**src/rtl/m61_pkg.sv**
```systemverilog
// ----------------------------------------------------------------------------
// m61_pkg
// Shared types, constants and helpers for the GF(2^61-1) arithmetic unit.
// ----------------------------------------------------------------------------
package m61_pkg;

  localparam int unsigned FW = 61;
  localparam int unsigned EW = 64;
  localparam int unsigned HW = 32;

  localparam logic [FW-1:0] FIELD_P = {FW{1'b1}};
  localparam logic [EW-1:0] INV_EXP = {{(EW-FW){1'b0}}, FIELD_P} - 64'd2;

  localparam logic [2:0] OP_ADD = 3'd0;
  localparam logic [2:0] OP_SUB = 3'd1;
  localparam logic [2:0] OP_NEG = 3'd2;
  localparam logic [2:0] OP_MUL = 3'd3;
  localparam logic [2:0] OP_POW = 3'd4;
  localparam logic [2:0] OP_INV = 3'd5;
  localparam logic [2:0] OP_DIV = 3'd6;

  typedef enum logic [1:0] {
    MSEL_AB,
    MSEL_ACC,
    MSEL_SQR,
    MSEL_AINV
  } mul_sel_t;

  typedef struct packed {
    logic     load;
    logic     alu;
    logic     pow_init;
    logic     mul_start;
    mul_sel_t mul_sel;
    logic     wr_acc;
    logic     wr_base;
    logic     wr_t_mul;
    logic     wr_t_acc;
    logic     exp_shift;
    logic     res_ld;
  } dp_cmd_t;

  typedef struct packed {
    logic [2:0] op;
    logic       exp_zero;
    logic       exp_bit0;
    logic       exp_last;
    logic       mul_done;
  } dp_stat_t;

  // x < 2p: one conditional subtract gives the residue
  function automatic logic [FW-1:0] reduce_once(input logic [FW:0] x);
    logic [FW:0] d;
    d = x - {1'b0, FIELD_P};
    if (x >= {1'b0, FIELD_P}) begin
      return d[FW-1:0];
    end
    return x[FW-1:0];
  endfunction

endpackage

```
**src/rtl/m61_ctrl.sv**
```systemverilog
// ----------------------------------------------------------------------------
// m61_ctrl
// Controller: item handshake, op dispatch, square-and-multiply sequencing,
// output register valid.
// ----------------------------------------------------------------------------
module m61_ctrl (
  input  logic              clk,
  input  logic              rst_n,
  input  logic              in_valid,
  output logic              in_stall,
  output logic              out_valid,
  input  logic              out_stall,
  output m61_pkg::dp_cmd_t  cmd,
  input  m61_pkg::dp_stat_t stat
);
  import m61_pkg::*;

  typedef enum logic [6:0] {
    S_IDLE  = 7'b0000001,
    S_PREP  = 7'b0000010,
    S_ROUND = 7'b0000100,
    S_MACC  = 7'b0001000,
    S_MSQR  = 7'b0010000,
    S_MFIN  = 7'b0100000,
    S_OUT   = 7'b1000000
  } state_t;

  state_t state_r, state_nxt;
  logic   out_valid_r, out_valid_nxt;

  always_comb begin
    cmd       = '0;
    state_nxt = state_r;
    unique case (state_r)
      S_IDLE: begin
        if (in_valid) begin
          cmd.load  = 1'b1;
          state_nxt = S_PREP;
        end
      end
      S_PREP: begin
        case (stat.op) inside
          OP_MUL: begin
            cmd.mul_start = 1'b1;
            cmd.mul_sel   = MSEL_AB;
            state_nxt     = S_MFIN;
          end
          OP_POW, OP_INV, OP_DIV: begin
            cmd.pow_init = 1'b1;
            state_nxt    = S_ROUND;
          end
          default: begin
            cmd.alu   = 1'b1;
            state_nxt = S_OUT;
          end
        endcase
      end
      S_ROUND: begin
        if (stat.exp_zero) begin
          if (stat.op == OP_DIV) begin
            cmd.mul_start = 1'b1;
            cmd.mul_sel   = MSEL_AINV;
            state_nxt     = S_MFIN;
          end else begin
            cmd.wr_t_acc = 1'b1;
            state_nxt    = S_OUT;
          end
        end else if (stat.exp_bit0) begin
          cmd.mul_start = 1'b1;
          cmd.mul_sel   = MSEL_ACC;
          state_nxt     = S_MACC;
        end else begin
          cmd.mul_start = 1'b1;
          cmd.mul_sel   = MSEL_SQR;
          state_nxt     = S_MSQR;
        end
      end
      S_MACC: begin
        if (stat.mul_done) begin
          cmd.wr_acc = 1'b1;
          if (stat.exp_last) begin
            // top bit: final square is not needed
            cmd.exp_shift = 1'b1;
            state_nxt     = S_ROUND;
          end else begin
            cmd.mul_start = 1'b1;
            cmd.mul_sel   = MSEL_SQR;
            state_nxt     = S_MSQR;
          end
        end
      end
      S_MSQR: begin
        if (stat.mul_done) begin
          cmd.wr_base   = 1'b1;
          cmd.exp_shift = 1'b1;
          state_nxt     = S_ROUND;
        end
      end
      S_MFIN: begin
        if (stat.mul_done) begin
          cmd.wr_t_mul = 1'b1;
          state_nxt    = S_OUT;
        end
      end
      S_OUT: begin
        if (!out_valid_r || !out_stall) begin
          cmd.res_ld = 1'b1;
          state_nxt  = S_IDLE;
        end
      end
      default: state_nxt = S_IDLE;
    endcase
  end

  always_comb begin
    out_valid_nxt = out_valid_r;
    if (cmd.res_ld) begin
      out_valid_nxt = 1'b1;
    end else if (out_valid_r && !out_stall) begin
      out_valid_nxt = 1'b0;
    end
  end

  always_ff @(posedge clk) begin
    if (!rst_n) begin
      state_r     <= S_IDLE;
      out_valid_r <= 1'b0;
    end else begin
      state_r     <= state_nxt;
      out_valid_r <= out_valid_nxt;
    end
  end

  assign in_stall  = (state_r != S_IDLE);
  assign out_valid = out_valid_r;

endmodule

```
**config.mk**
```make
export PLATFORM = sky130hd
export DESIGN_NAME = m61_ctrl
export DESIGN_NICKNAME = d
export VERILOG_FILES = /design/src/rtl/m61_pkg.sv /design/src/rtl/m61_ctrl.sv
export SDC_FILE = /design/constraint.sdc
export NUM_CORES = 1
export LEC_CHECK = 0
export ABC_AREA = 1
export BUFFER_PORTS_ARGS = -buffer_cell sky130_fd_sc_hd__buf_2
export CAP_MARGIN = 25
export CORE_MARGIN = 2
export CORE_UTILIZATION = 42
export DETAILED_ROUTE_END_ITERATION = 6
export GPL_TIMING_DRIVEN = 0
export PLACE_DENSITY = 0.79
export SETUP_SLACK_MARGIN = 0.02
export SLEW_MARGIN = 10
export SYNTH_ARGS = -nofsm -noshare
export SYNTH_HDL_FRONTEND = slang
export SYNTH_SLANG_ARGS = --single-unit
```
**constraint.sdc**
```tcl
create_clock -name clk -period 1.4 [get_ports clk]
set_input_delay 0.14 -clock clk [delete_from_list [all_inputs] [get_ports clk]]
set_output_delay 0.14 -clock clk [all_outputs]
set_load 0.02 [all_outputs]
```
==> impl_metrics.json <==
{
  "status": "complete, but fails checks",
  "violations": "negative setup slack",
  "wl_per_cell_um": 13.80,
  "yosysWarnings": 0,
  "place_area_um2": 782.0,
  "cts_tree": "done",
  "crit_buf_inv": 3,
  "antenna_left": 0,
  "synth-compound-area-share_pct": 6.823,
  "htree_levels": 1,
  "grt_pass1_vias": 832,
  "worstSetupPathType": "flop to primary output",
  "drc": 0,
  "syn-num-nets": 127,
  "start_util_pct": 43.62,
  "design.core.area_um2": 1471,
  "final_nets": 170,
  "antenna_cells": 0,
  "synthSimpleGateAreaFrac_pct": 54.78,
  "period_share_pct": 114.9,
  "die_y_um": 43.09,
  "io_buffers": 24,
  "numCtsBuffers": 3,
  "dp_slack_ns": -0.01091,
  "area_growth_pct": 79.14,
  "clock.fmax_mhz": 621.6,
  "first_pass_iters": 4,
  "synth_mux_area_share_pct": 0,
  "timing.max_slew.rel_slack_pct": 76.06,
  "wl_um": 2388,
  "arrival_ns": 1.47,
  "std_cell_rows": 14,
  "cts_sinks": 8,
  "syn_area_um2": 641.9,
  "synth.distinct_cells": 20,
  "ys_seq_area_share_pct": 24.95,
  "slowest_stage": "dfxtp_2",
  "vias": 909,
  "clk_pin_slew_ns": 0.06,
  "cp_cell_sequence": "inv_2 > nand2_2 > nor2_4 > nand2_2 > inv_2 > nand2_2 > a21oi_2 > buf_4",
  "cpLargestDelayFamily": "simple AND/OR/NAND/NOR gates",
  "fp.dieArea_um2": 1857,
  "place_congestion": 0.8451,
  "clkLatencyLatePin_ns": 0.27,
  "total_power_w": 0.001792,
  "antenna_found_initial": 0,
  "grt_overflow": 0,
  "drive_gt1_share_pct": 59.24,
  "hpwl_um": 1260,
  "cts_buffer_depth": 2,
  "rsz0062_at_grt": "yes",
  "cts-hold-fix-buffers": 0,
  "synth-xor-area-share_pct": 0,
  "cts-root-buf": "clkbuf_4",
  "cp_max_fo": 5,
  "peakVddDrop_v": 0.0007219,
  "viasPerCell": 5.254,
  "min_period_ns": 1.609,
  "initialDrtViolationCount": 15,
  "grt_pass1_wl_um": 3305,
  "finalHoldViolCount": 0,
  "ys_seq_elements": 8,
  "start_kind": "flop",
  "syn-instance-count": 116,
  "critical_path.most_common_cell": "nand2_2",
  "power_density_nw_per_um2": 1558,
  "yosys.area_share.adder_pct": 0,
  "grtUsageTotal_pct": 23.63,
  "grt_max_degree": 9,
  "postSynthAreaPerCell_um2": 5.533,
  "cp-end-kind": "primary output",
  "slowest_delay_ns": 0.33,
  "worstHoldPathType": "input pin to flop",
  "design_area_um2": 1150,
  "skew_ns": 0.003527,
  "layout_setup_ws_ns": -0.2086,
  "setup_viol": 20,
  "io_pins": 25,
  "tightestPinTransition_ns": 0.3587,
  "cap_violations": 0,
  "fin_util_pct": 78.15,
  "crit_required_ns": 1.26,
  "cellLeakagePower_nw": 0.6519,
  "slew_violations": 0,
  "synth_top_family_by_area": "simple AND/OR/NAND/NOR gates",
  "die_x_um": 43.09
}
-- synth_stat cells, drive strengths merged --
master  count  area, um^2
nor3        2       10.01
nand4       2       12.51
nor2       26       107.6
inv        21       78.83
a21boi      1       7.510
nand2      37       153.9
dfxtp       8       160.2
nand3b      1       7.510
o21ai       2       10.00
a21oi       3       18.77
buf         1       7.510
o211ai      1       7.510
nand3      11       60.06
-- flip-flops by register name (all words and copies together) (netlist names) --
signal / cells
out_valid: 1
state_r: 7
-- worst paths after layout --
kind | slack [ns] | depth (start not counted) | startpoint | endpoint
worst max-delay path | -0.21 | 8 | state_r[4] | cmd[1]
worst min-delay path | 0.15 | 2 | rst_n | state_r[0]
worst max register to register | -0.11 | 10 | state_r[2] | state_r[6]
worst min register to register | 0.49 | 2 | out_valid | out_valid
-- logic make-up after synthesis --
kind of cell           after synthesis
flip-flops                           8
AO/OA/AOI/OAI                        7
buffers and inverters               22
AND/OR/NAND/NOR                     79
-- per-layer routing --
layer | vias up | track usage (%) | wire [um]
met4 | 0 | 13.33 | 66
li1 | 440 | - | -
met5 | - | 0 | 0
met1 | 410 | 25.65 | 914
met2 | 51 | 41.49 | 1251
met3 | 8 | 5.106 | 155
-- cell usage in the layout (no fill, tap or decap), types with 3 or more instances in the layout --
| cell | Yosys | layout |
|---|---|---|
| buf_2 | 0 | 11 |
| inv_1 | 16 | 11 |
| dfxtp_2 | 0 | 4 |
| nand2_2 | 6 | 9 |
| nand2_1 | 31 | 22 |
| nand2_4 | 0 | 6 |
| nor2_2 | 1 | 6 |
| inv_2 | 5 | 10 |
| nand3_1 | 10 | 5 |
| buf_6 | 0 | 13 |
| buf_4 | 1 | 15 |
| nor2_4 | 1 | 6 |
| nor2_1 | 24 | 14 |
| clkbuf_4 | 0 | 3 |
| dfxtp_1 | 8 | 4 |
| nand3_2 | 1 | 6 |
-- repair_timing --
action	in CTS	in global routing
setup buffers	10	5
pin swaps	12	13
resized for setup	44	31
endpoints found under the setup margin	13	20
-- metrics by stage --
stage	setup TNS, ns	hold WS (ns)	cells
after floorplan	0	0.2248	116
after global placement	0	0.4108	156
after detailed placement	-0.01091	0.4085	156
after CTS	-1.159	0.1377	169
after global routing	-3.382	0.1520	173
final	-2.089	0.1450	173
-- report_power, final --
group	switching, W	total, W	internal, W
clock	0.0000932	0.000192	0.0000991
combinational	0.000720	0.00125	0.000527
sequential	0.0000601	0.000352	0.000292
-- layout make-up --
cell class / instances / area (um^2)
inverter: 21 / 78.83
clock buffer: 3 / 22.52
sequential: 8 / 165.2
timing repair buffer: 39 / 314.1
multi-input combinational: 86 / 549.3
fill: 109 / 321.6
tap: 16 / 20.02
No activity file was read; power rests on OpenSTA's default activity.
