--- src/rtl/m61_pkg.sv ---
// ----------------------------------------------------------------------------
// m61_pkg
// Shared types, constants and helpers for the GF(2^61-1) arithmetic unit.
// ----------------------------------------------------------------------------
package m61_pkg;

  localparam int unsigned FW = 61;
  localparam int unsigned EW = 64;
  localparam int unsigned HW = 32;

  localparam logic [FW-1:0] FIELD_P = {FW{1'b1}};
  localparam logic [EW-1:0] INV_EXP = {{(EW-FW){1'b0}}, FIELD_P} - 64'd2;

  localparam logic [2:0] OP_ADD = 3'd0;
  localparam logic [2:0] OP_SUB = 3'd1;
  localparam logic [2:0] OP_NEG = 3'd2;
  localparam logic [2:0] OP_MUL = 3'd3;
  localparam logic [2:0] OP_POW = 3'd4;
  localparam logic [2:0] OP_INV = 3'd5;
  localparam logic [2:0] OP_DIV = 3'd6;

  typedef enum logic [1:0] {
    MSEL_AB,
    MSEL_ACC,
    MSEL_SQR,
    MSEL_AINV
  } mul_sel_t;

  typedef struct packed {
    logic     load;
    logic     alu;
    logic     pow_init;
    logic     mul_start;
    mul_sel_t mul_sel;
    logic     wr_acc;
    logic     wr_base;
    logic     wr_t_mul;
    logic     wr_t_acc;
    logic     exp_shift;
    logic     res_ld;
  } dp_cmd_t;

  typedef struct packed {
    logic [2:0] op;
    logic       exp_zero;
    logic       exp_bit0;
    logic       exp_last;
    logic       mul_done;
  } dp_stat_t;

  // x < 2p: one conditional subtract gives the residue
  function automatic logic [FW-1:0] reduce_once(input logic [FW:0] x);
    logic [FW:0] d;
    d = x - {1'b0, FIELD_P};
    if (x >= {1'b0, FIELD_P}) begin
      return d[FW-1:0];
    end
    return x[FW-1:0];
  endfunction

endpackage

--- src/rtl/m61_mul.sv ---
// ----------------------------------------------------------------------------
// m61_mul
// Multi-cycle modular multiplier: four 32x32 partial products, fold, reduce.
// ----------------------------------------------------------------------------
module m61_mul (
  input  logic                   clk,
  input  logic                   rst_n,
  input  logic                   start,
  input  logic [m61_pkg::FW-1:0] x,
  input  logic [m61_pkg::FW-1:0] y,
  output logic                   done,
  output logic [m61_pkg::FW-1:0] prod
);
  import m61_pkg::*;

  localparam logic [2:0] PH_ISSUE_LAST = 3'd3;
  localparam logic [2:0] PH_FOLD       = 3'd5;
  localparam logic [2:0] PH_RED        = 3'd6;
  localparam int unsigned PW = 2 * FW;

  logic [FW-1:0]   x_r, y_r;
  logic [2:0]      ph_r;
  logic            busy_r, pp_v_r, done_r;
  logic [1:0]      pp_sel_r;
  logic [2*HW-1:0] pp_r;
  logic [PW-1:0]   acc_r;
  logic [FW:0]     sum_r;
  logic [FW-1:0]   res_r;

  logic [HW-1:0]   xs, ys;
  logic [2*HW-1:0] mprod;
  logic [PW-1:0]   pp_ext;

  always_comb begin
    xs = ph_r[1] ? {{(2*HW-FW){1'b0}}, x_r[FW-1:HW]} : x_r[HW-1:0];
    ys = ph_r[0] ? {{(2*HW-FW){1'b0}}, y_r[FW-1:HW]} : y_r[HW-1:0];
    mprod = xs * ys;
    case (pp_sel_r) inside
      2'd0:       pp_ext = {{(PW-2*HW){1'b0}}, pp_r};
      2'd1, 2'd2: pp_ext = {{(PW-3*HW){1'b0}}, pp_r, {HW{1'b0}}};
      default:    pp_ext = {pp_r[PW-2*HW-1:0], {(2*HW){1'b0}}};
    endcase
  end

  always_ff @(posedge clk) begin
    if (!rst_n) begin
      busy_r <= 1'b0;
      pp_v_r <= 1'b0;
      done_r <= 1'b0;
      ph_r   <= 3'd0;
    end else begin
      done_r <= 1'b0;
      if (start) begin
        busy_r <= 1'b1;
        pp_v_r <= 1'b0;
        ph_r   <= 3'd0;
      end else if (busy_r) begin
        ph_r   <= ph_r + 3'd1;
        pp_v_r <= (ph_r <= PH_ISSUE_LAST);
        if (ph_r == PH_RED) begin
          busy_r <= 1'b0;
          done_r <= 1'b1;
        end
      end
    end
  end

  always_ff @(posedge clk) begin
    if (start) begin
      x_r   <= x;
      y_r   <= y;
      acc_r <= '0;
    end else if (busy_r) begin
      pp_r     <= mprod;
      pp_sel_r <= ph_r[1:0];
      if (pp_v_r) begin
        acc_r <= acc_r + pp_ext;
      end
      if (ph_r == PH_FOLD) begin
        sum_r <= {1'b0, acc_r[FW-1:0]} + {1'b0, acc_r[PW-1:FW]};
      end
      if (ph_r == PH_RED) begin
        res_r <= reduce_once(sum_r);
      end
    end
  end

  assign done = done_r;
  assign prod = res_r;

endmodule

--- src/rtl/m61_dp.sv ---
// ----------------------------------------------------------------------------
// m61_dp
// Datapath: operand capture and reduction, add/sub/neg, exponent and
// accumulator registers, shared multiplier, output registers.
// ----------------------------------------------------------------------------
module m61_dp (
  input  logic                   clk,
  input  logic                   rst_n,
  input  m61_pkg::dp_cmd_t       cmd,
  output m61_pkg::dp_stat_t      stat,
  input  logic [2:0]             in_op,
  input  logic [m61_pkg::FW-1:0] in_operand_a,
  input  logic [m61_pkg::EW-1:0] in_operand_b,
  output logic [m61_pkg::FW-1:0] out_value,
  output logic                   out_a_equals_b,
  output logic                   out_a_less_than_b
);
  import m61_pkg::*;

  logic [2:0]    op_r;
  logic [FW-1:0] a_r, b_r, acc_r, base_r, val_r;
  logic [EW-1:0] exp_r;
  logic [FW:0]   t_r;
  logic          eq_r, lt_r;

  logic [FW-1:0] a_red, b_red;
  logic [FW:0]   b_fold;
  logic [FW-1:0] mx, my, mprod;
  logic          mdone;

  always_comb begin
    a_red  = (in_operand_a == FIELD_P) ? '0 : in_operand_a;
    b_fold = {{(FW+1-(EW-FW)){1'b0}}, in_operand_b[EW-1:FW]}
           + {1'b0, in_operand_b[FW-1:0]};
    b_red  = reduce_once(b_fold);
    case (cmd.mul_sel)
      MSEL_AB:  begin mx = a_r;    my = b_r;    end
      MSEL_ACC: begin mx = acc_r;  my = base_r; end
      MSEL_SQR: begin mx = base_r; my = base_r; end
      default:  begin mx = a_r;    my = acc_r;  end
    endcase
  end

  m61_mul u_mul (
    .clk   (clk),
    .rst_n (rst_n),
    .start (cmd.mul_start),
    .x     (mx),
    .y     (my),
    .done  (mdone),
    .prod  (mprod)
  );

  always_ff @(posedge clk) begin
    if (cmd.load) begin
      op_r  <= in_op;
      a_r   <= a_red;
      b_r   <= b_red;
      exp_r <= in_operand_b;
    end
    if (cmd.alu) begin
      case (op_r)
        OP_ADD:  t_r <= {1'b0, a_r} + {1'b0, b_r};
        OP_SUB:  t_r <= {1'b0, a_r} + {1'b0, FIELD_P} - {1'b0, b_r};
        OP_NEG:  t_r <= {1'b0, FIELD_P} - {1'b0, a_r};
        default: t_r <= '0;
      endcase
    end
    if (cmd.pow_init) begin
      acc_r  <= {{(FW-1){1'b0}}, 1'b1};
      base_r <= (op_r == OP_DIV) ? b_r : a_r;
      if (op_r != OP_POW) begin
        exp_r <= INV_EXP;
      end
    end
    if (cmd.wr_acc)    acc_r  <= mprod;
    if (cmd.wr_base)   base_r <= mprod;
    if (cmd.wr_t_mul)  t_r    <= {1'b0, mprod};
    if (cmd.wr_t_acc)  t_r    <= {1'b0, acc_r};
    if (cmd.exp_shift) exp_r  <= {1'b0, exp_r[EW-1:1]};
    if (cmd.res_ld) begin
      val_r <= reduce_once(t_r);
      eq_r  <= (a_r == b_r);
      lt_r  <= (a_r < b_r);
    end
  end

  always_comb begin
    stat.op       = op_r;
    stat.exp_zero = (exp_r == '0);
    stat.exp_bit0 = exp_r[0];
    stat.exp_last = (exp_r[EW-1:1] == '0);
    stat.mul_done = mdone;
  end

  assign out_value         = val_r;
  assign out_a_equals_b    = eq_r;
  assign out_a_less_than_b = lt_r;

endmodule

--- config.mk ---
export PLATFORM = sky130hd
export DESIGN_NAME = m61_dp
export DESIGN_NICKNAME = d
export VERILOG_FILES = /design/src/rtl/m61_pkg.sv /design/src/rtl/m61_mul.sv /design/src/rtl/m61_dp.sv
export SDC_FILE = /design/constraint.sdc
export NUM_CORES = 2
export LEC_CHECK = 0
export BUFFER_PORTS_ARGS = -buffer_cell sky130_fd_sc_hd__buf_2
export CAP_MARGIN = 20
export CORE_AREA = 3 3 455 457
export CTS_CLUSTER_DIAMETER = 200
export DETAILED_ROUTE_END_ITERATION = 8
export DIE_AREA = 0 0 458 460
export PLACE_DENSITY = 0.61
export SYNTH_ARGS = -nofsm -noshare
export SYNTH_HDL_FRONTEND = slang
export SYNTH_HIERARCHICAL = 1
export SYNTH_SLANG_ARGS = --single-unit
--- constraint.sdc ---
create_clock -name clk -period 15.18 [get_ports clk]
set_clock_uncertainty 0.1 [all_clocks]
set_input_delay 0.759 -clock clk [delete_from_list [all_inputs] [get_ports clk]]
set_output_delay 0.759 -clock clk [all_outputs]
set_load 0.01 [all_outputs]
==> summary.md <==
| Metric | Value |
|---|---|
| Status | `finished clean` |
| Mapped Cells | `10.2k` |
| Worst R2R Start | `u_mul/ph_r[1]` |
| Worst min-delay path category | `in -> reg` |
| Final min period | `10.48 ns` |
| Postcts setup bufs | `0` |
| GPL Wtd Cong | `1.01` |
| FP Rows | `166` |
| Worst Max-Slew Pin Slew | `1.38 ns` |
| Library cells used by synthesis | `112` |
| Clock root buffer | `clkbuf_16` |
| Post-route ant nets | `0` |
| Max_slew headroom | `approximately 7.0%` |
| Syn_nets | `11.8k` |
| H-tree Lvls | `3` |
| CTS Buffer Depth | `3` |
| DP Area | `94900 um2` |
| Final Hold Vio Count | `0` |
| Highest Clock Rate | `0.0954 GHz` |
| Syn-to-layout area delta | `8.06%` |
| Cell area after synthesis | `91200 um2` |
| Worst path required time | `15.55 ns` |
| Hold Path Origin | `in_op[2]` |
| First-pass GRT wire length | `about 550000 um` |
| TritonRoute pass-1 iters | `7` |
| I/O Buffers | `211` |
| Avg Cell Area, Syn | `8.93 um2` |
| Crit path from | `u_mul/ph_r[1]` |
| Final wirelength | `just under 400000 um` |
| Ys flop type | `edfxtp_1` |
| Number of cells upsized or downsized after cts | `0` |
| Starting Density | `between 40 and 50%` |
| Ys Warns | `6` |
| DRT iter0 DRCs | `9821` |
| Final setup vio count | `0` |
| Synth Register Bits | `875` |
| Layout cells sized above 1 | `7.12%` |
| Total grt overflow | `0` |
| Fin crit share | `between 60 and 70%` |
| IO Pins | `212` |
| DPL Wire Length | `304000 um` |
| RSZ-0062 raised after global routing | `false` |
| CTS tree | `done` |
| Util after Layout | `48.3%` |
| Vias/cell | `6.15` |
| Initial antenna violation count | `39` |
| Setup_tns | `0 ns` |
| Fin nets | `~12k` |
| Worst-Skew Late Latency | `0.77 ns` |
| Hold buffers post-CTS | `0` |
| Die area | `211000 um2` |
| Die X | `458 um` |
| Max Cap Viol | `0` |
| Setup crit end kind | `flip-flop` |
| CTS clk-pin slew, worst paths | `~0.070 ns` |
| WL/cell | `29.7 um` |
| Biggest cell delay along the critical path | `roughly 0.75 ns` |
| Clock buffer count from CTS | `102` |
| Vias in the first global route | `77.5k` |
| Sequential element share of the synthesized area | `26.7%` |
| Total number of vias | `79.4k` |
| Async SR Flop Fraction | `0%` |
| Final-report max-slew violation count | `0` |
| Most used cell, CP | `fa_1` |
| Data arrival time of the worst path | `10.85 ns` |
| Pin count of the biggest net entering global routing | `between 80 and 90` |
| All-Layer GR Usage | `35.8%` |
| Slowest CP cell | `buf_4` |
| WHS | `0.102 ns` |
| Clk sink count | `875` |
| CP Class | `reg -> reg` |
| Drt drc | `0` |
| Final instance area | `98600 um2` |
| CP max FO | `48` |
| Die height | `460 um` |
| Post-synth EDFFs | `between 600 and 700` |
| Crit start category | `flip-flop` |
| Core area | `204000 um2` |
area by class of cell:
class | instances | area (um2)
fillers | 19600 | 105000
repair buffers | 340 | 2090
diodes | 8 | 20.0
well taps | 2688 | 3360
inverters | 1148 | 4310
clock buffers | 115 | 2650
flip-flops and latches | 875 | 24400
multi-input cells | 7657 | 60900
clock inverters | 78 | 922
state kept, by name, indices dropped and copies added (netlist names), 2 cells and up:
name,flops
u_mul/acc_r,122
u_mul/sum_r,62
b_r,61
a_r,61
u_mul/ph_r,3
exp_r,64
u_mul/y_r,61
base_r,61
u_mul/pp_r,64
t_r,62
out_value,61
acc_r,61
u_mul/prod,61
u_mul/pp_sel_r,2
u_mul/x_r,61
op_r,3
synth_stat cells, types with 64 or more instances:
| cell type | instances | area share [%] |
|---|---|---|
| o21ai_0 | 383 | 2.1 |
| nor3_1 | 92 | 0.50 |
| and2_1 | 209 | 1.4 |
| a22oi_1 | 106 | 0.87 |
| nor2b_1 | 117 | 0.80 |
| edfxtp_1 | 682 | 22 |
| nand2_1 | 1070 | 4.4 |
| xnor2_1 | 293 | 2.8 |
| fa_1 | 901 | 20 |
| o21bai_1 | 92 | 0.76 |
| xor2_1 | 178 | 1.7 |
| ha_1 | 583 | 8.0 |
| a21o_1 | 192 | 1.6 |
| clkbuf_1 | 470 | 1.9 |
| mux2_2 | 64 | 0.79 |
| nor2_1 | 1166 | 4.8 |
| mux2i_1 | 162 | 1.8 |
| nand3_1 | 143 | 0.78 |
| dfxtp_1 | 193 | 4.2 |
| and3_1 | 88 | 0.60 |
| nand4_1 | 177 | 1.2 |
| a21oi_1 | 815 | 4.5 |
| inv_1 | 1145 | 4.7 |
layout by cell type, fill, tap and decap left out, drive strengths merged, types with 92 or more instances in the layout:
master	Yosys	final
nor2	1166	1166
inv	1146	1154
nand2	1070	1070
fa	901	901
a21oi	820	820
edfxtp	682	682
ha	583	583
o21ai	404	404
buf	67	338
xnor2	293	293
and2	210	210
dfxtp	193	193
a21o	192	192
xor2	178	178
nand4	178	178
mux2i	162	162
nand3	144	144
nor2b	117	117
clkbuf	472	117
a22oi	106	106
nor3	95	95
o21bai	93	93
and3	92	92
worst paths after layout:
kind	slack (ns)	to	cells past startpoint
min reg2reg	0.38	u_mul/acc_r[111]	2
max	4.70	u_mul/pp_r[58]	31
min	0.10	op_r[2]	1
max reg2reg	4.70	u_mul/pp_r[58]	31
critical path: cells and delay by family, from the launching register on:
kind                       cells  cell delay (ns)
xor gates and xnor gates       1             0.16
buffers and inverters          8             1.47
and+or+nand+nor                2             0.46
DFF                            1             0.56
adders and majority gates      9             4.38
muxes                          1             0.59
AOI/OAI and AO/OA             10             2.48
cells by family after synthesis:
| group | share of synthesized area [%] |
|---|---|
| simple gates | 16.6 |
| fa+ha+maj | 27.8 |
| buf+inv | 7.01 |
| xor+xnor | 4.52 |
| compound gates | 14.9 |
| flops | 26.7 |
| mux | 2.57 |
routing by layer:
metal  vias to the layer above  part of all wire (%)  global-route usage, %
met1                     39800                    41                   49.1
met5                         -                 0.044                      0
met2                      4249                    42                   53.0
met4                        22                   5.5                   16.3
li1                      34500                     -                      -
met3                       878                    11                   9.61
metrics by stage:
| stage | worst slack [ns] | std cells |
|---|---|---|
| finish | 4.70 | 12900 |
| CTS | 4.54 | 12900 |
| global route | 4.34 | 12900 |
| floorplan | 5.81 | 10200 |
| global placement | 4.52 | 12700 |
| detailed placement | 4.52 | 12700 |
Power is left out: the tool's default activity adds up to more than one toggle a clock period on the data nets, which glitch-free logic cannot reach.
